==> src/rtl/bcpg_pkg.sv <==
package bcpg_pkg;

    // Field widths of the item and result payloads.
    localparam int unsigned CMD_W     = 2;
    localparam int unsigned TONE_W    = 3;
    localparam int unsigned COUNT_W   = 8;
    localparam int unsigned PITCH_W   = 10;
    localparam int unsigned TICKS_W   = 16;
    localparam int unsigned ELAPSED_W = 17;

    // Configuration port geometry.
    localparam int unsigned APB_ADDR_W = 4;
    localparam int unsigned APB_DATA_W = 32;

    // Command codes.
    localparam logic [CMD_W-1:0] CMD_TICK   = 2'd0;
    localparam logic [CMD_W-1:0] CMD_PRESET = 2'd1;
    localparam logic [CMD_W-1:0] CMD_CLEAR  = 2'd2;
    localparam logic [CMD_W-1:0] CMD_NONE   = 2'd3;

    // Register indexes, taken from paddr[3:2].
    localparam logic [1:0] REG_ON_TICKS    = 2'd0;
    localparam logic [1:0] REG_OFF_TICKS   = 2'd1;
    localparam logic [1:0] REG_PAUSE_TICKS = 2'd2;
    localparam logic [1:0] REG_UNUSED      = 2'd3;

    // Register reset values.
    localparam logic [TICKS_W-1:0] ON_TICKS_RESET    = 16'd100;
    localparam logic [TICKS_W-1:0] OFF_TICKS_RESET   = 16'd100;
    localparam logic [TICKS_W-1:0] PAUSE_TICKS_RESET = 16'd1000;

    // Tone index that keeps the current pitch pair.
    localparam logic [TONE_W-1:0] TONE_KEEP = 3'd7;

    typedef struct packed {
        logic [TICKS_W-1:0] on_ticks;
        logic [TICKS_W-1:0] off_ticks;
        logic [TICKS_W-1:0] pause_ticks;
    } cfg_t;

    typedef struct packed {
        logic [PITCH_W-1:0] period;
        logic [PITCH_W-1:0] compare;
    } pitch_t;

    // Period and compare pair of each note, Do through Si.
    function automatic pitch_t tone_pitch(input logic [TONE_W-1:0] tone);
        pitch_t p;
        unique case (tone)
            3'd0: p = '{period: 10'd916, compare: 10'd458};
            3'd1: p = '{period: 10'd816, compare: 10'd408};
            3'd2: p = '{period: 10'd727, compare: 10'd363};
            3'd3: p = '{period: 10'd698, compare: 10'd349};
            3'd4: p = '{period: 10'd611, compare: 10'd458};
            3'd5: p = '{period: 10'd544, compare: 10'd272};
            3'd6: p = '{period: 10'd485, compare: 10'd242};
            default: p = '{period: '0, compare: '0};
        endcase
        return p;
    endfunction

endpackage

==> src/rtl/bcpg_in_if.sv <==
interface bcpg_in_if;
    import bcpg_pkg::*;

    logic               valid;
    logic               ready;
    logic [CMD_W-1:0]   command;
    logic [TONE_W-1:0]  tone;
    logic [COUNT_W-1:0] beep_number;
    logic [COUNT_W-1:0] preset_count;

    modport source (output valid, output command, output tone, output beep_number,
                    output preset_count, input ready);
    modport sink (input valid, input command, input tone, input beep_number,
                  input preset_count, output ready);
endinterface

==> src/rtl/bcpg_out_if.sv <==
interface bcpg_out_if;
    import bcpg_pkg::*;

    logic               valid;
    logic               ready;
    logic               pwm_enable;
    logic [PITCH_W-1:0] pwm_period;
    logic [PITCH_W-1:0] pwm_compare;

    modport source (output valid, output pwm_enable, output pwm_period,
                    output pwm_compare, input ready);
    modport sink (input valid, input pwm_enable, input pwm_period,
                  input pwm_compare, output ready);
endinterface

==> src/rtl/bcpg_regs.sv <==
module bcpg_regs (
    input  logic                            clk,
    input  logic                            rst_n,
    input  logic                            psel,
    input  logic                            penable,
    input  logic                            pwrite,
    input  logic [bcpg_pkg::APB_ADDR_W-1:0] paddr,
    input  logic [bcpg_pkg::APB_DATA_W-1:0] pwdata,
    output logic [bcpg_pkg::APB_DATA_W-1:0] prdata,
    output logic                            pready,
    output bcpg_pkg::cfg_t                  cfg
);
    import bcpg_pkg::*;

    logic [TICKS_W-1:0] on_ticks_reg;
    logic [TICKS_W-1:0] off_ticks_reg;
    logic [TICKS_W-1:0] pause_ticks_reg;
    logic               wr_en;
    logic [1:0]         reg_index;

    assign pready    = 1'b1;
    assign reg_index = paddr[3:2];
    assign wr_en     = psel & penable & pwrite;

    // Register writes in the access phase of a transaction.
    always_ff @(posedge clk or negedge rst_n)
    begin
        if (!rst_n)
        begin
            on_ticks_reg    <= ON_TICKS_RESET;
            off_ticks_reg   <= OFF_TICKS_RESET;
            pause_ticks_reg <= PAUSE_TICKS_RESET;
        end
        else if (wr_en)
        begin
            unique case (reg_index)
                REG_ON_TICKS:    on_ticks_reg    <= pwdata[TICKS_W-1:0];
                REG_OFF_TICKS:   off_ticks_reg   <= pwdata[TICKS_W-1:0];
                REG_PAUSE_TICKS: pause_ticks_reg <= pwdata[TICKS_W-1:0];
                REG_UNUSED:      ;
            endcase
        end
    end

    // Read data, zero extended.
    always_comb
    begin
        unique case (reg_index)
            REG_ON_TICKS:    prdata = {{(APB_DATA_W-TICKS_W){1'b0}}, on_ticks_reg};
            REG_OFF_TICKS:   prdata = {{(APB_DATA_W-TICKS_W){1'b0}}, off_ticks_reg};
            REG_PAUSE_TICKS: prdata = {{(APB_DATA_W-TICKS_W){1'b0}}, pause_ticks_reg};
            REG_UNUSED:      prdata = '0;
        endcase
    end

    assign cfg = '{on_ticks: on_ticks_reg, off_ticks: off_ticks_reg,
                   pause_ticks: pause_ticks_reg};
endmodule

==> src/rtl/bcpg_engine.sv <==
module bcpg_engine (
    input  logic           clk,
    input  logic           rst_n,
    input  bcpg_pkg::cfg_t cfg,
    bcpg_in_if.sink        item,
    bcpg_out_if.source     result
);
    import bcpg_pkg::*;

    localparam logic [1:0] PH_IDLE  = 2'd0;
    localparam logic [1:0] PH_ON    = 2'd1;
    localparam logic [1:0] PH_OFF   = 2'd2;
    localparam logic [1:0] PH_PAUSE = 2'd3;
    localparam logic [ELAPSED_W-1:0] ELAPSED_MAX = '1;

    // Input register.
    logic               in_valid_reg;
    logic [CMD_W-1:0]   cmd_reg;
    logic [TONE_W-1:0]  tone_reg;
    logic [COUNT_W-1:0] number_reg;
    logic [COUNT_W-1:0] preset_reg;

    // Pattern state.
    logic [1:0]           phase_reg,   phase_next;
    logic [ELAPSED_W-1:0] elapsed_reg, elapsed_next;
    logic [COUNT_W-1:0]   counter_reg, counter_next;
    pitch_t               pitch_reg,   pitch_next;
    logic                 on_reg,      on_next;

    // Result register.
    logic out_valid_reg;

    logic                 advance;
    logic [ELAPSED_W-1:0] elapsed_inc;
    logic [COUNT_W:0]     counter_inc;
    pitch_t               tone_pair;
    pitch_t               start_pitch;

    assign advance    = in_valid_reg & (~out_valid_reg | result.ready);
    assign item.ready = ~in_valid_reg | advance;

    always_ff @(posedge clk or negedge rst_n)
    begin
        if (!rst_n)
        begin
            in_valid_reg <= 1'b0;
        end
        else if (item.ready)
        begin
            in_valid_reg <= item.valid;
        end
    end

    always_ff @(posedge clk)
    begin
        if (item.ready & item.valid)
        begin
            cmd_reg    <= item.command;
            tone_reg   <= item.tone;
            number_reg <= item.beep_number;
            preset_reg <= item.preset_count;
        end
    end

    // Saturating elapsed count, counter increment and pitch to load on a beep start.
    assign elapsed_inc = (elapsed_reg == ELAPSED_MAX) ? elapsed_reg
                                                      : elapsed_reg + 1'b1;
    assign counter_inc = {1'b0, counter_reg} + 1'b1;
    assign tone_pair   = tone_pitch(tone_reg);
    assign start_pitch = (tone_reg == TONE_KEEP) ? pitch_reg : tone_pair;

    // Next pattern state for the item in the input register.
    always_comb
    begin
        phase_next   = phase_reg;
        elapsed_next = elapsed_reg;
        counter_next = counter_reg;
        pitch_next   = pitch_reg;
        on_next      = on_reg;
        unique case (cmd_reg)
            CMD_TICK:
            begin
                unique case (phase_reg)
                    PH_IDLE:
                    begin
                        on_next      = 1'b1;
                        pitch_next   = start_pitch;
                        phase_next   = PH_ON;
                        elapsed_next = '0;
                        counter_next = '0;
                    end
                    PH_ON:
                    begin
                        if (elapsed_inc > {1'b0, cfg.on_ticks})
                        begin
                            on_next      = 1'b0;
                            phase_next   = PH_OFF;
                            elapsed_next = '0;
                        end
                        else
                        begin
                            elapsed_next = elapsed_inc;
                        end
                    end
                    PH_OFF:
                    begin
                        if (elapsed_inc > {1'b0, cfg.off_ticks})
                        begin
                            elapsed_next = '0;
                            if (counter_inc < {1'b0, number_reg})
                            begin
                                on_next      = 1'b1;
                                pitch_next   = start_pitch;
                                phase_next   = PH_ON;
                                counter_next = counter_inc[COUNT_W-1:0];
                            end
                            else
                            begin
                                counter_next = '0;
                                phase_next   = PH_PAUSE;
                            end
                        end
                        else
                        begin
                            elapsed_next = elapsed_inc;
                        end
                    end
                    PH_PAUSE:
                    begin
                        if (elapsed_inc > {1'b0, cfg.pause_ticks})
                        begin
                            on_next      = 1'b1;
                            pitch_next   = start_pitch;
                            phase_next   = PH_ON;
                            elapsed_next = '0;
                        end
                        else
                        begin
                            elapsed_next = elapsed_inc;
                        end
                    end
                endcase
            end
            CMD_PRESET:
            begin
                counter_next = preset_reg;
            end
            CMD_CLEAR:
            begin
                phase_next   = PH_IDLE;
                elapsed_next = '0;
                on_next      = 1'b0;
            end
            CMD_NONE:
            begin
            end
        endcase
    end

    // State update and result valid.
    always_ff @(posedge clk or negedge rst_n)
    begin
        if (!rst_n)
        begin
            phase_reg     <= PH_IDLE;
            elapsed_reg   <= '0;
            counter_reg   <= '0;
            pitch_reg     <= '0;
            on_reg        <= 1'b0;
            out_valid_reg <= 1'b0;
        end
        else
        begin
            if (advance)
            begin
                phase_reg   <= phase_next;
                elapsed_reg <= elapsed_next;
                counter_reg <= counter_next;
                pitch_reg   <= pitch_next;
                on_reg      <= on_next;
            end
            if (advance)
            begin
                out_valid_reg <= 1'b1;
            end
            else if (result.ready)
            begin
                out_valid_reg <= 1'b0;
            end
        end
    end

    // The result of an item is the output state after its update.
    assign result.valid       = out_valid_reg;
    assign result.pwm_enable  = on_reg;
    assign result.pwm_period  = pitch_reg.period;
    assign result.pwm_compare = pitch_reg.compare;
endmodule

==> src/rtl/beep_count_pattern_generator.sv <==
// Beep count pattern generator. Every item is a one-millisecond tick, a preset of the
// beep counter, or a clear, and every item yields exactly one result: the buzzer PWM
// enable and the period/compare pair in force after that item. A tick while idle starts
// a group; each beep then lasts on_ticks+1 ticks, the gaps between beeps off_ticks+1
// ticks, and the pause after a group of beep_number beeps pause_ticks+1 ticks. The
// block takes one item per clock cycle while the receiver takes each result. An accepted
// item is held in the input register, and its result is presented from the result
// register once the next-state step has updated the state. The single next-state step
// between the two registers sets that rate. A result held by the receiver keeps the
// following item waiting in the input register. Registers are written over the APB port
// at byte addresses 0 (on_ticks), 4 (off_ticks) and 8 (pause_ticks); the user must write
// them only while the block is idle, which the block itself does not enforce.
module beep_count_pattern_generator (
    input  logic                            clk,
    input  logic                            rst_n,
    bcpg_in_if.sink                         item,
    bcpg_out_if.source                      result,
    input  logic                            psel,
    input  logic                            penable,
    input  logic                            pwrite,
    input  logic [bcpg_pkg::APB_ADDR_W-1:0] paddr,
    input  logic [bcpg_pkg::APB_DATA_W-1:0] pwdata,
    output logic [bcpg_pkg::APB_DATA_W-1:0] prdata,
    output logic                            pready
);
    import bcpg_pkg::*;

    cfg_t cfg;

    // Configuration registers.
    bcpg_regs u_regs (
        .clk     (clk),
        .rst_n   (rst_n),
        .psel    (psel),
        .penable (penable),
        .pwrite  (pwrite),
        .paddr   (paddr),
        .pwdata  (pwdata),
        .prdata  (prdata),
        .pready  (pready),
        .cfg     (cfg)
    );

    // Pattern sequencer.
    bcpg_engine u_engine (
        .clk    (clk),
        .rst_n  (rst_n),
        .cfg    (cfg),
        .item   (item),
        .result (result)
    );
endmodule
==> src/flat_wrapper.sv <==
// flat-port wrapper written by rule: the top's interface ports become plain ports
module beep_count_pattern_generator_flat import bcpg_pkg::*;
  (clk, rst_n, psel, penable, pwrite, paddr, pwdata, prdata, pready, item_valid, item_command, item_tone, item_beep_number, item_preset_count, item_ready, result_valid, result_pwm_enable, result_pwm_period, result_pwm_compare, result_ready);
  bcpg_in_if item_i ();
  bcpg_out_if result_i ();
  input  logic clk;
  input  logic rst_n;
  input  logic psel;
  input  logic penable;
  input  logic pwrite;
  input  logic [bcpg_pkg::APB_ADDR_W-1:0] paddr;
  input  logic [bcpg_pkg::APB_DATA_W-1:0] pwdata;
  output logic [bcpg_pkg::APB_DATA_W-1:0] prdata;
  output logic pready;
  input wire logic [$bits(item_i.valid)-1:0] item_valid;
  input wire logic [$bits(item_i.command)-1:0] item_command;
  input wire logic [$bits(item_i.tone)-1:0] item_tone;
  input wire logic [$bits(item_i.beep_number)-1:0] item_beep_number;
  input wire logic [$bits(item_i.preset_count)-1:0] item_preset_count;
  output wire logic [$bits(item_i.ready)-1:0] item_ready;
  output wire logic [$bits(result_i.valid)-1:0] result_valid;
  output wire logic [$bits(result_i.pwm_enable)-1:0] result_pwm_enable;
  output wire logic [$bits(result_i.pwm_period)-1:0] result_pwm_period;
  output wire logic [$bits(result_i.pwm_compare)-1:0] result_pwm_compare;
  input wire logic [$bits(result_i.ready)-1:0] result_ready;
  assign item_i.valid = item_valid;
  assign item_i.command = item_command;
  assign item_i.tone = item_tone;
  assign item_i.beep_number = item_beep_number;
  assign item_i.preset_count = item_preset_count;
  assign item_ready = item_i.ready;
  assign result_valid = result_i.valid;
  assign result_pwm_enable = result_i.pwm_enable;
  assign result_pwm_period = result_i.pwm_period;
  assign result_pwm_compare = result_i.pwm_compare;
  assign result_i.ready = result_ready;
  beep_count_pattern_generator u_core (.clk(clk), .rst_n(rst_n), .item(item_i), .result(result_i), .psel(psel), .penable(penable), .pwrite(pwrite), .paddr(paddr), .pwdata(pwdata), .prdata(prdata), .pready(pready));
endmodule
==> config.mk <==
export PLATFORM = sky130hd
export DESIGN_NAME = beep_count_pattern_generator_flat
export DESIGN_NICKNAME = d
export VERILOG_FILES = /design/src/rtl/bcpg_pkg.sv /design/src/rtl/bcpg_in_if.sv /design/src/rtl/bcpg_out_if.sv /design/src/rtl/bcpg_regs.sv /design/src/rtl/bcpg_engine.sv /design/src/rtl/beep_count_pattern_generator.sv /design/src/flat_wrapper.sv
export SDC_FILE = /design/constraint.sdc
export NUM_CORES = 1
export LEC_CHECK = 0
export ABC_CLOCK_PERIOD_IN_PS = 5500
export BUFFER_PORTS_ARGS = -buffer_cell sky130_fd_sc_hd__buf_2
export CORE_MARGIN = 3
export CORE_UTILIZATION = 30
export CTS_BUF_LIST = sky130_fd_sc_hd__clkbuf_4
export DETAILED_ROUTE_END_ITERATION = 16
export PLACE_DENSITY = 0.51
export RECOVER_POWER = 100
export REMOVE_ABC_BUFFERS = 1
export SYNTH_ARGS = -nofsm -noshare
export SYNTH_HDL_FRONTEND = slang
export SYNTH_HIERARCHICAL = 1
export SYNTH_SLANG_ARGS = --single-unit
==> constraint.sdc <==
create_clock -name clk -period 5.5 [get_ports clk]
set_clock_uncertainty 0.2 [all_clocks]
set_input_delay 1.375 -clock clk [delete_from_list [all_inputs] [get_ports clk]]
set_output_delay 1.375 -clock clk [all_outputs]
set_load 0.01 [all_outputs]
## Yosys cells after proc, flatten, opt, wreduce, memory -nomap -nowiden

Cells that the tools add are included.

- Eq/ne operators: 24
- Shifts and indexed selects: 0
- Mux-type cells: 31
- Add/sub/neg operators: 2
- Div/mod/pow operators: 0
- Bitwise logic cells: 8
- Multipliers: 0
- Reductions and logical operators: 16
- Magnitude comparators: 4

Operator list:

| operator | count |
|---|---|
| $pmux 20 s7 | 1 |
| $pmux 32 s4 | 1 |
| $mux 20 | 4 |
| $mux 17 | 4 |
| $pmux 17 s4 | 1 |
| $pmux 20 s3 | 1 |
| $gt 17x16->1 | 3 |
| $pmux 17 s2 | 1 |
| $pmux 8 s2 | 2 |
| $add 17x1->17 const B | 1 |
| $eq 17x17->1 const B | 1 |
| $mux 8 | 2 |
| $eq 3x3->1 const B | 4 |
| $ne 3x3->1 const B | 4 |
| $reduce_and 6->1 | 2 |
| $eq 2x2->1 const B | 5 |
| $add 8x1->9 const B | 1 |
| $lt 9x8->1 | 1 |
| $mux 2 | 4 |
| $pmux 2 s4 | 1 |
| $reduce_and 2->1 | 4 |
| $eq 2x1->1 const B | 3 |
| $eq 3x2->1 const B | 2 |
| $logic_not 2->1 | 3 |
| 15 further kinds | 29 |

- Flip-flop bits (word level): 119
- Memories: 0
- ROM bits: 0
- Word-level logic and storage cells: 100
- Input port bits: 64
- Output and inout bits: 56
- Bits in latches: 0
- Memory bits (writable): 0

## Depth between registers and ports, before layout

Gate-level depths: netlist of the first run.

- Depth in word-level cells: 6
- Depth in mapped cells: 18
- Mapped depth without buffers: 15

## Modules after synthesis

The synthesis of the first run kept the hierarchy.

Modules (own cells, without submodules):

| module | cells each | instances | seq. area each (um2) | area each (um2) |
|---|---|---|---|---|
| bcpg_engine | 503 | 1 | 1,781.7 | 4,862.2 |
| bcpg_regs | 178 | 1 | 1,216.2 | 2,347.3 |

## Worst setup path before layout of the first run

Ideal clock, no wire load.

- Path kind: flip-flop to flip-flop
- From: register u_core.u_engine.elapsed_reg[0]
- To: register u_core.u_engine.pitch_reg, in the netlist u_core/u_engine/result.pwm_period[1]
- Buffers on the path: 3
- Data required time: 5.175 ns
- Clock period less this slack: 4.005 ns
- Setup time: 0.125 ns
- Arrival: 3.680 ns
- Path slack: 1.495 ns
- Cell stages (with the launch flop): 18
- Path through: dfrtp_1 -> ha_1 -> nand3_1 -> nor2_4 -> a311o_1 -> or2_1 -> clkbuf_1 -> xnor2_1 -> ha_1 -> and3_1 -> o21ai_0 -> nand3b_1 -> o31ai_2 -> a32oi_2 -> buf_6 -> nand4_4 -> buf_6 -> mux2_4

- Cells in the longest elaborated chain, start to end: 5
- Elaborated cells between the ends (all ways): 8
- Those cells by class: 1 x add/sub; 2 x order compare; 3 x eq/ne; 1 x mux; 1 x reduce/logical

Ends and longest elaborated chain:

| item | line | source |
|---|---|---|
| start: declaration | bcpg_engine.sv:25 | `logic [ELAPSED_W-1:0] elapsed_reg, elapsed_next;` |
| start signal: assignment | bcpg_engine.sv:177 | `elapsed_reg <= elapsed_next;` |
| $add 17x1->17 or $eq 17x17->1 (tied branches) | bcpg_engine.sv:67, bcpg_engine.sv:66 |  |
| $mux 17 * | bcpg_engine.sv:66 | `assign elapsed_inc = (elapsed_reg == ELAPSED_MAX) ? elapsed_reg` |
| $gt 17x16->1 (on tied branches) | bcpg_engine.sv:130, bcpg_engine.sv:107 |  |
| $ne 2x2->1 (no source line) | -- |  |
| $reduce_and 6->1 (no source line) * | -- |  |
| end signal: assignment | bcpg_engine.sv:179 | `pitch_reg <= pitch_next;` |
| end: declaration | bcpg_engine.sv:27 | `pitch_t pitch_reg, pitch_next;` |

Mark *: on every way between the ends. The rest lies on a longest branch, timed or not.
A chain may end at the register's enable or synchronous reset.

## Worst setup path after layout of the first run

- From: register u_core.u_engine.elapsed_reg[12]
- To: register u_core.u_engine.elapsed_reg[3]

- Cells in the longest elaborated chain, start to end: 6
- Elaborated cells between the ends (all ways): 11
- Those cells by class: 1 x add/sub; 3 x order compare; 1 x eq/ne; 6 x mux

Ends and longest elaborated chain:

| item | line | source |
|---|---|---|
| $add 17x1->17 or $eq 17x17->1 (tied branches) | bcpg_engine.sv:67, bcpg_engine.sv:66 |  |
| $mux 17 * | bcpg_engine.sv:66 |  |
| $gt 17x16->1 (on tied branches) | bcpg_engine.sv:130, bcpg_engine.sv:94, bcpg_engine.sv:107 |  |
| $mux 17 (on tied branches) | bcpg_engine.sv:130, bcpg_engine.sv:94, bcpg_engine.sv:107 |  |
| $pmux 17 s4 * | bcpg_engine.sv:83 | `unique case (phase_reg)` |
| $pmux 17 s2 * | bcpg_engine.sv:80 | `unique case (cmd_reg)` |

Marks and branches as above.

==> results of run 1 <==
metrics by stage:
stage	power (W)	instance area, µm²
global placement	0.00217	7830
floorplan	0.00184	6950
finish	0.00274	7950
CTS	0.00285	8110
global route	0.00297	7950
detailed placement	0.00218	7830
cell usage after synthesis (all sizes together), types with 8 or more instances:
| library cell | n | area share |
|---|---|---|
| ha | 62 | 0.11 |
| xor2 | 8 | 0.0097 |
| buf | 36 | 0.038 |
| nand2 | 41 | 0.021 |
| and3 | 9 | 0.0092 |
| nand2b | 8 | 0.0069 |
| edfxtp | 21 | 0.087 |
| dfstp | 12 | 0.044 |
| clkbuf | 11 | 0.0057 |
| dfrtp | 82 | 0.28 |
| nand3 | 25 | 0.017 |
| nor3 | 8 | 0.0062 |
| a22o | 9 | 0.011 |
| inv | 63 | 0.033 |
| mux2i | 20 | 0.028 |
| a21oi | 30 | 0.022 |
| nor2 | 33 | 0.020 |
| mux2 | 63 | 0.11 |
| o21ai | 40 | 0.028 |
| nand4 | 14 | 0.018 |
| xnor2 | 13 | 0.016 |
logic make-up after synthesis:
family | Yosys count | synth area share
fa+ha+maj | 62 | 0.108
compound gates | 124 | 0.115
other cells | 3 | 0.00156
flops | 115 | 0.416
xor+xnor | 21 | 0.0255
mux | 83 | 0.135
simple gates | 163 | 0.124
buf+inv | 110 | 0.0764
final cells by class:
type                    instances  area, µm²
diodes                          1       2.50
clock buffers                  19        143
multi-input cells             471       3620
repair buffers                 89        404
flip-flops and latches        115       3000
clock inverters                13        143
fillers                      2503      15600
inverters                      63        236
well taps                     319        399
how the worst max path moves through the flow:
| stage | cells after the start | end | start | slack, ps |
|---|---|---|---|---|
| final | 14 | u_core/u_engine/elapsed_reg[3] | u_core/u_engine/elapsed_reg[12] | 610 |
| after global routing | 15 | u_core/u_engine/elapsed_reg[4] | u_core/u_engine/elapsed_reg[0] | 180 |
| after CTS | 15 | u_core/u_engine/elapsed_reg[3] | u_core/u_engine/elapsed_reg[0] | 630 |
| after detailed placement | 14 | u_core/u_engine/result.pwm_period[7] | u_core/u_engine/elapsed_reg[0] | 640 |
| after global placement | 14 | u_core/u_engine/result.pwm_period[7] | u_core/u_engine/elapsed_reg[0] | 660 |
| after floorplan | 15 | u_core/u_engine/result.pwm_period[1] | u_core/u_engine/elapsed_reg[0] | 1370 |
layer usage:
layer / wire length (µm) / global-route usage / vias to the layer above
li1: - / - / 2544
met3: 493 / 0.0262 / 13
met1: 7870 / 0.171 / 2452
met5: 0 / 0 / -
met2: 8010 / 0.219 / 86
met4: 221 / 0.0418 / 0
power breakdown:
group          leakage (nW)  internal [W]  total [W]  switching [W]
Sequential             1.36       0.00107    0.00122       0.000150
Clock                 0.158      0.000317   0.000648       0.000330
Combinational          2.20      0.000369   0.000871       0.000502
Total                  3.72       0.00176    0.00274       0.000983
==> metrics.cfg, run 1 <==
[die]
die_x_um=161
die-area_um2=25900
die-height_um=161
rows=56
initial_utilization=0.306
num_io_pins=120
core-area_um2=23500

[grt]
grt.overflow.total=0
antenna_found_initial=1
track_usage=0.131
grt_max_degree=68
grt_pass1_vias=5083
grt_pass1_wl_um=27000

[sta]
rsz0062_at_grt=false
fin_ws_ps=614
fin_crit_ps=4890
worst_pin_slew_ps=3890
min_period_over_period=0.888
max_slew_margin=-1.60
hold_ws_ps=312
max_freq_mhz=205
finalMaxSlewViolations=102
hold_viol=0
fin_setup_tns_ps=0
setup_viol=0

[run_status]
violations=capacitance limit, slew limit
outcome=finished, violations left

[worst_setup_path]
path_cells=nand4_1 > nor2_1 > a311o_1 > or2_1 > xnor2_1 > ha_1 > and3_1 > o21ai_0 > nand3b_1 > o31ai_2 > a32oi_2 > a21oi_2 > clkbuf_2 > a221o_1
max_stage_delay_ps=480
cp.arrival_ps=5150
r2r-end=u_core/u_engine/elapsed_reg[3]
endpoint_kind=flip-flop
r2r_cells=14
critPathLaunchType=flip-flop
crit_fanout=11
cp.required_ps=5770
crit_family=compound AO/OA/AOI/OAI gates
critPathKind=reg2reg
timing.rr.start=u_core/u_engine/elapsed_reg[12]
ff2ff_setup_slack_ps=610
path_buf_inv=1
crit_slowest_cell=dfrtp_1

[placed_design]
finalWeightedCongestion=0.826
pre_cts_ws_ps=636
io_buffer_count=83
place_inst=1057
dp_hpwl_um=12000

[synth]
yosys_warnings=6
ys_types=67
ys_ff_latch=115
synth-edff-count=21
synthFlopType=dfrtp_1
synth.avg_cell_area_um2=10.6
seq_area_frac_synth=0.416
async_flop_share=0.817
synth_cells=681
synthesis.area_um2=7210

[pwr]
power.density_nw_per_um2=345
ir_drop_uv=113
p_leak_nw=3.72

[run]
max_cap_viol_count=3

[min_path]
hold_depth=1
hold_end=u_core/u_engine/result.pwm_period[7]
hold_path.startpoint=u_core/u_engine/result.pwm_period[7]
hp-class=reg2reg

[cells_and_area]
area_growth_pct=10.3
largest_reg_flops=17
fin_util=0.338
final_cell_mix=dfrtp_1, inv_1, ha_1
drive_above_1_share=0.192
final_common_cell=dfrtp_1
stdcell_count=1090
fin_nets=883

[detailed_routing]
drt_iter0_drc=228
antenna_left=0
routed_via_density=4.67
wl_per_cell_um=15.2
drt_pass1_iterations=4
vias=5095
drcViolationCount=0
drt-total-wl_um=16600

[clocking]
cts_root_buffer=clkbuf_4
htreeDepth=4
cts_buffer_depth=2
clkTransAtPathRegs_ps=110
cts_tree=built
postCtsResizedCells=0
clkLatencyLatePin_ps=540
cts_sinks=115
postCtsSetupBuffers=0
cts_hold_buf=0
numCtsBuffers=17

Power figures use the tool's default switching activity.
==> inputs of run 2 (changes only) <==
==> constraint.sdc (replaced) <==
create_clock -name clk -period 5.5 [get_ports clk]
set_clock_uncertainty 0.2 [all_clocks]
set_input_delay 0.275 -clock clk [delete_from_list [all_inputs] [get_ports clk]]
set_output_delay 0.275 -clock clk [all_outputs]
set_load 0.01 [all_outputs]
==> metrics.cfg, run 2 (same netlist as run 1, synthesis figures left out) <==
[sta]
fin_setup_tns_ps=0  ; unchanged
hold_viol=0  ; unchanged
worst_pin_slew_ps=2930  ; -968 ps
min_period_over_period=0.887  ; -0.000968
rsz0062_at_grt=false
finalMaxSlewViolations=108  ; +5.9%
setup_viol=0  ; unchanged
fin_crit_ps=4880  ; -5.33 ps
max_freq_mhz=205  ; +0.11%
max_slew_margin=-0.950  ; +0.646

[min_path]
hold_path.startpoint=item_preset_count[2]
hp-class=in2reg

[worst_setup_path]
cp.required_ps=5690  ; -80 ps
endpoint_kind=flip-flop
critPathLaunch=u_core/u_engine/elapsed_reg[11]
max_stage_delay_ps=530  ; +50 ps
timing.rr.start=u_core/u_engine/elapsed_reg[11]
crit_family=simple AND/OR/NAND/NOR gates
critPathLaunchType=flip-flop
critPathKind=reg2reg
crit_slowest_cell=dfrtp_1
cp.arrival_ps=5070  ; -80 ps
crit_fanout=11  ; unchanged
path_buf_inv=2  ; +1
path_cells=nand4_4 > nor2_1 > a311o_1 > or2_0 > nor2_1 > xor2_1 > ha_1 > nand3_1 > nor3_1 > nand3b_1 > a32oi_1 > buf_4 > a21oi_2 > buf_4 > a221o_1

[placed_design]
dpl_cell_area_um2=7810  ; -0.19%
io_buffer_count=83  ; unchanged
finalWeightedCongestion=0.810  ; -1.9%
dp_hpwl_um=12000  ; +0.29%

[grt]
grt_pass1_wl_um=27700  ; +2.6%
antenna_found_initial=1  ; unchanged
grt_max_degree=53  ; -22%
grt_pass1_vias=5258  ; +3.4%
track_usage=0.134  ; +0.00311
grt.overflow.total=0  ; unchanged

[detailed_routing]
drt_pass1_iterations=4  ; unchanged
antenna_left=0  ; unchanged
wl_per_cell_um=15.1  ; -0.85%
drt_iter0_drc=254  ; +11%
vias=5189  ; +1.8%
routed_via_density=4.60  ; -1.7%
drcViolationCount=0  ; unchanged
drt-total-wl_um=17000  ; +2.7%

[die]
rows=56  ; unchanged
initial_utilization=0.306  ; unchanged
die-area_um2=25900  ; unchanged
core-area_um2=23500  ; unchanged
die_x_um=161  ; unchanged
die-height_um=161  ; unchanged
num_io_pins=120  ; unchanged

[clocking]
htreeDepth=4  ; unchanged
numCtsBuffers=17  ; unchanged
postCtsSetupBuffers=0  ; unchanged
clkLatencyLatePin_ps=520  ; -20 ps
cts_root_buffer=clkbuf_4
clkTransAtPathRegs_ps=120  ; about the same
cts_buffer_depth=2  ; unchanged
cts_sinks=115  ; unchanged
postCtsResizedCells=0  ; unchanged
cts_tree=built
cts_hold_buf=41  ; +41

[pwr]
power.density_nw_per_um2=323  ; -6.3%
p_total_w=0.00269  ; -2.0%
ir_drop_uv=96.1  ; -15%
p_leak_nw=3.88  ; +4.4%

[cells_and_area]
fin_nets=922  ; +4.4%
final_common_cell=dfrtp_1
nFillCells=2510  ; +0.28%
drive_above_1_share=0.184  ; -0.00803
largest_reg_flops=17  ; unchanged
final_cell_mix=dfrtp_1, inv_1, ha_1
area_growth_pct=15.3
final_area_um2=8310  ; +4.6%

[run_status]
violations=capacitance limit, slew limit
outcome=finished, violations left

[run]
max_cap_viol_count=4  ; +1

## run 2: through the flow
stage	instances	setup slack [ps]	hold slack, ps	util
6_report	1129	619	253	0.353
5_1_grt	1129	260	176	0.353
4_1_cts	1128	755	101	0.359
3_5_place_dp	1055	761	173	0.332
3_3_place_gp	1055	784	172	0.332
2_1_floorplan	649	1370	-221	-
## run 2: final timing paths
kind	slack [ps]	to	cells after the start
max in group asynchronous	1690	u_core/u_engine/counter_reg[7]	3
worst max register to register	620	u_core/u_engine/elapsed_reg[3]	15
min in group asynchronous	1050	u_core/u_regs/on_ticks_reg[4]	2
worst max-delay path	620	u_core/u_engine/elapsed_reg[3]	15
worst min-delay path	250	u_core/u_engine/preset_reg[2]	2
worst min register to register	300	u_core/u_engine/result.pwm_period[7]	1
## run 2: cell type report
type / instances / area (µm²) / area share
timing repair buffer: 128 / 803 / 0.0966
inverter: 63 / 236 / 0.0284
antenna: 1 / 2.50 / 0.000301
tap: 319 / 399 / 0.0480
clock inverter: 12 / 91.3 / 0.0110
multi-input combinational: 471 / 3630 / 0.437
clock buffer: 20 / 150 / 0.0181
sequential: 115 / 3000 / 0.361
## run 2: where the power goes
group	total (W)	leakage [nW]	switching [W]	internal (W)
logic	0.000904	2.38	0.000513	0.000392
registers	0.00122	1.36	0.000153	0.00107
clock network	0.000558	0.142	0.000325	0.000233
## run 2: routing by layer
layer	vias up	global-route usage	routed length [µm]
met3	16	0.0262	416
li1	2621	-	-
met5	-	0	0
met4	0	0.0454	318
met2	78	0.222	8190
met1	2474	0.176	8120
==> inputs of run 3 (changes only) <==
--- a/config.mk
+++ b/config.mk
@@ -11,6 +11,7 @@
 export CORE_UTILIZATION = 30
 export CTS_BUF_LIST = sky130_fd_sc_hd__clkbuf_4
 export DETAILED_ROUTE_END_ITERATION = 16
+export GPL_TIMING_DRIVEN = 0
 export PLACE_DENSITY = 0.51
 export RECOVER_POWER = 100
 export REMOVE_ABC_BUFFERS = 1
==> metrics.cfg, run 3 (same netlist as run 1, synthesis figures left out) <==
[sta]
max_freq_mhz=196  ; -4.5%
min_period_over_period=0.929  ; +0.0419
hold_viol=0  ; unchanged
rsz0062_at_grt=false
finalMaxSlewViolations=61  ; -44%
max_slew_margin=-0.555  ; +0.395
fin_setup_tns_ps=0  ; unchanged
fin_crit_ps=5110  ; +230 ps
fin_ws_ps=389  ; -230 ps
setup_viol=0  ; unchanged
worst_pin_slew_ps=2330  ; -592 ps

[pwr]
ir_drop_uv=117  ; +22%
p_int_w=0.00186  ; +9.3%
power.density_nw_per_um2=337  ; +4.4%
switching_share=0.347  ; -0.0210
p_leak_nw=3.94  ; +1.4%
seq_power_share=0.431  ; -0.025
p_clk_frac=0.248  ; +0.040
p_switching_w=0.000988  ; -0.23%
pwr-share-comb=0.322  ; -0.015
p_total_w=0.00284  ; +5.8%

[die]
initial_utilization=0.306  ; unchanged
die_x_um=161  ; unchanged
core-area_um2=23500  ; unchanged
rows=56  ; unchanged
num_io_pins=120  ; unchanged
die-height_um=161  ; unchanged
die-area_um2=25900  ; unchanged

[clocking]
clkTransAtPathRegs_ps=110  ; about the same
cts_tree=built
cts_root_buffer=clkbuf_4
numCtsBuffers=17  ; unchanged
clkLatencyLatePin_ps=520  ; about the same
postCtsSetupBuffers=0  ; unchanged
htreeDepth=4  ; unchanged
cts_buffer_depth=2  ; unchanged
cts_sinks=115  ; unchanged

[worst_setup_path]
crit_slowest_cell=a21oi_2
cp.arrival_ps=5340  ; +270 ps
critPathKind=reg2reg
critPathLaunchType=flip-flop
crit_top_cell=nor2_1
max_stage_delay_ps=710  ; +180 ps
endpoint_kind=flip-flop
crit_fanout=15  ; +4
path_cells=nand4_4 > nor2_1 > a311o_1 > or2_0 > nor2_1 > xor2_1 > ha_1 > a21oi_1 > nand3b_1 > o31ai_2 > a32oi_2 > a21oi_2 > a221o_1
cp.required_ps=5730  ; +40 ps
r2r_cells=13  ; -2

[cells_and_area]
multi_input_area_um2=3660  ; +0.83%
largest_reg_flops=17  ; unchanged
final_common_cell=dfrtp_1
final_area_um2=8430  ; +1.4%
drive_above_1_share=0.189  ; +0.00518
final_cell_mix=dfrtp_1, inv_1, ha_1
nFillCells=2473  ; -1.5%
area_growth_pct=16.9
final-seq-area_um2=3000  ; unchanged
fin_nets=921  ; -0.11%

[detailed_routing]
antenna_left=0  ; unchanged
drt_pass1_iterations=4  ; unchanged
vias=5135  ; -1.0%
routed_via_density=4.55  ; -0.95%
drt-total-wl_um=16900  ; -1.1%
drcViolationCount=0  ; unchanged
wl_per_cell_um=14.9  ; -1.0%
drt_iter0_drc=230  ; -9.4%

[run]
max_cap_viol_count=2  ; -2

[placed_design]
finalWeightedCongestion=0.823  ; +1.6%
dp_hpwl_um=12000  ; +0.31%
io_buffer_count=83  ; unchanged
dpl_cell_area_um2=7840  ; +0.35%
pre_cts_ws_ps=465  ; -296 ps

[grt]
grt_pass1_wl_um=27900  ; +0.54%
track_usage=0.135  ; +0.000566
antenna_found_initial=1  ; unchanged
grt_max_degree=56  ; +5.7%
grt_pass1_vias=5216  ; -0.80%
grt.overflow.total=0  ; unchanged

[min_path]
hp-class=in2reg
hold_depth=2  ; unchanged

[run_status]
violations=capacitance limit, slew limit
outcome=finished, violations left

run 3: changes by cell type in the layout (fill, tap and decap cells not counted), moves of 2 or more:
cell,previous run,this run
mux2_4,0,6
buf_4,3,0
clkbuf_1,40,42
inv_4,2,0
mux2_1,16,10
bufinv_16,1,4
run 3: final timing paths:
| kind | start | endpoint | slack, ps |
|---|---|---|---|
| setup / recovery | u_core/u_engine/elapsed_reg[11] | u_core/u_engine/elapsed_reg[3] | 390 |
| hold / removal | item_preset_count[3] | u_core/u_engine/preset_reg[3] | 260 |
| setup reg to reg | u_core/u_engine/elapsed_reg[11] | u_core/u_engine/elapsed_reg[3] | 390 |
| hold reg to reg | u_core/u_engine/result.pwm_compare[7] | u_core/u_engine/result.pwm_compare[7] | 320 |
| max in group asynchronous | rst_n | u_core/u_regs/on_ticks_reg[15] | 2970 |
| min in group asynchronous | rst_n | u_core/u_engine/elapsed_reg[9] | 800 |
run 3: through the flow:
stage | std cells | utilization | hold WS, ps
6_report | 1128 | 0.358 | 262
5_1_grt | 1128 | 0.358 | 179
4_1_cts | 1127 | 0.364 | 31.1
3_5_place_dp | 1054 | 0.333 | 97.4
3_3_place_gp | 1051 | 0.330 | 251
2_1_floorplan | 649 | - | -221
run 3: area by class of cell:
type	instances	area share
multi-input cells	471	0.435
flip-flops and latches	115	0.356
repair buffers	127	0.0961
well taps	319	0.0474
inverters	63	0.0281
clock inverters	11	0.0190
clock buffers	21	0.0187
diodes	1	0.000297
run 3: power groups by stage:
stage / clock network (W) / logic (W) / registers [W]
4_1_cts: 0.000742 / 0.000970 / 0.00123
3_3_place_gp: 0 / 0.000928 / 0.00124
3_5_place_dp: 0 / 0.000939 / 0.00124
5_1_grt: 0.000787 / 0.00105 / 0.00126
2_1_floorplan: 0 / 0.000607 / 0.00124
6_report: 0.000704 / 0.000914 / 0.00122
run 3: routing by layer:
metal | vias to the layer above | global-route usage | share of wire
met5 | - | 0 | 0
met2 | 72 | 0.225 | 0.49
met4 | 0 | 0.0411 | 0.011
met1 | 2431 | 0.177 | 0.47
li1 | 2622 | - | -
met3 | 10 | 0.0256 | 0.024
run 3: what timing repair did:
item	4_1_cts	5_1_grt
endpoints found under the hold margin	161	0
hold buffers	41	0
gates resized for setup	0	0
run 3: critical path, delay by kind of cell (launching register included):
family / cells / cell delay [ps]
flip-flops: 1 / 550
AO/OA/AOI/OAI: 6 / 2430
XOR/XNOR: 1 / 320
AND/OR/NAND/NOR: 5 / 1220
adder cells (fa/ha/maj): 1 / 310
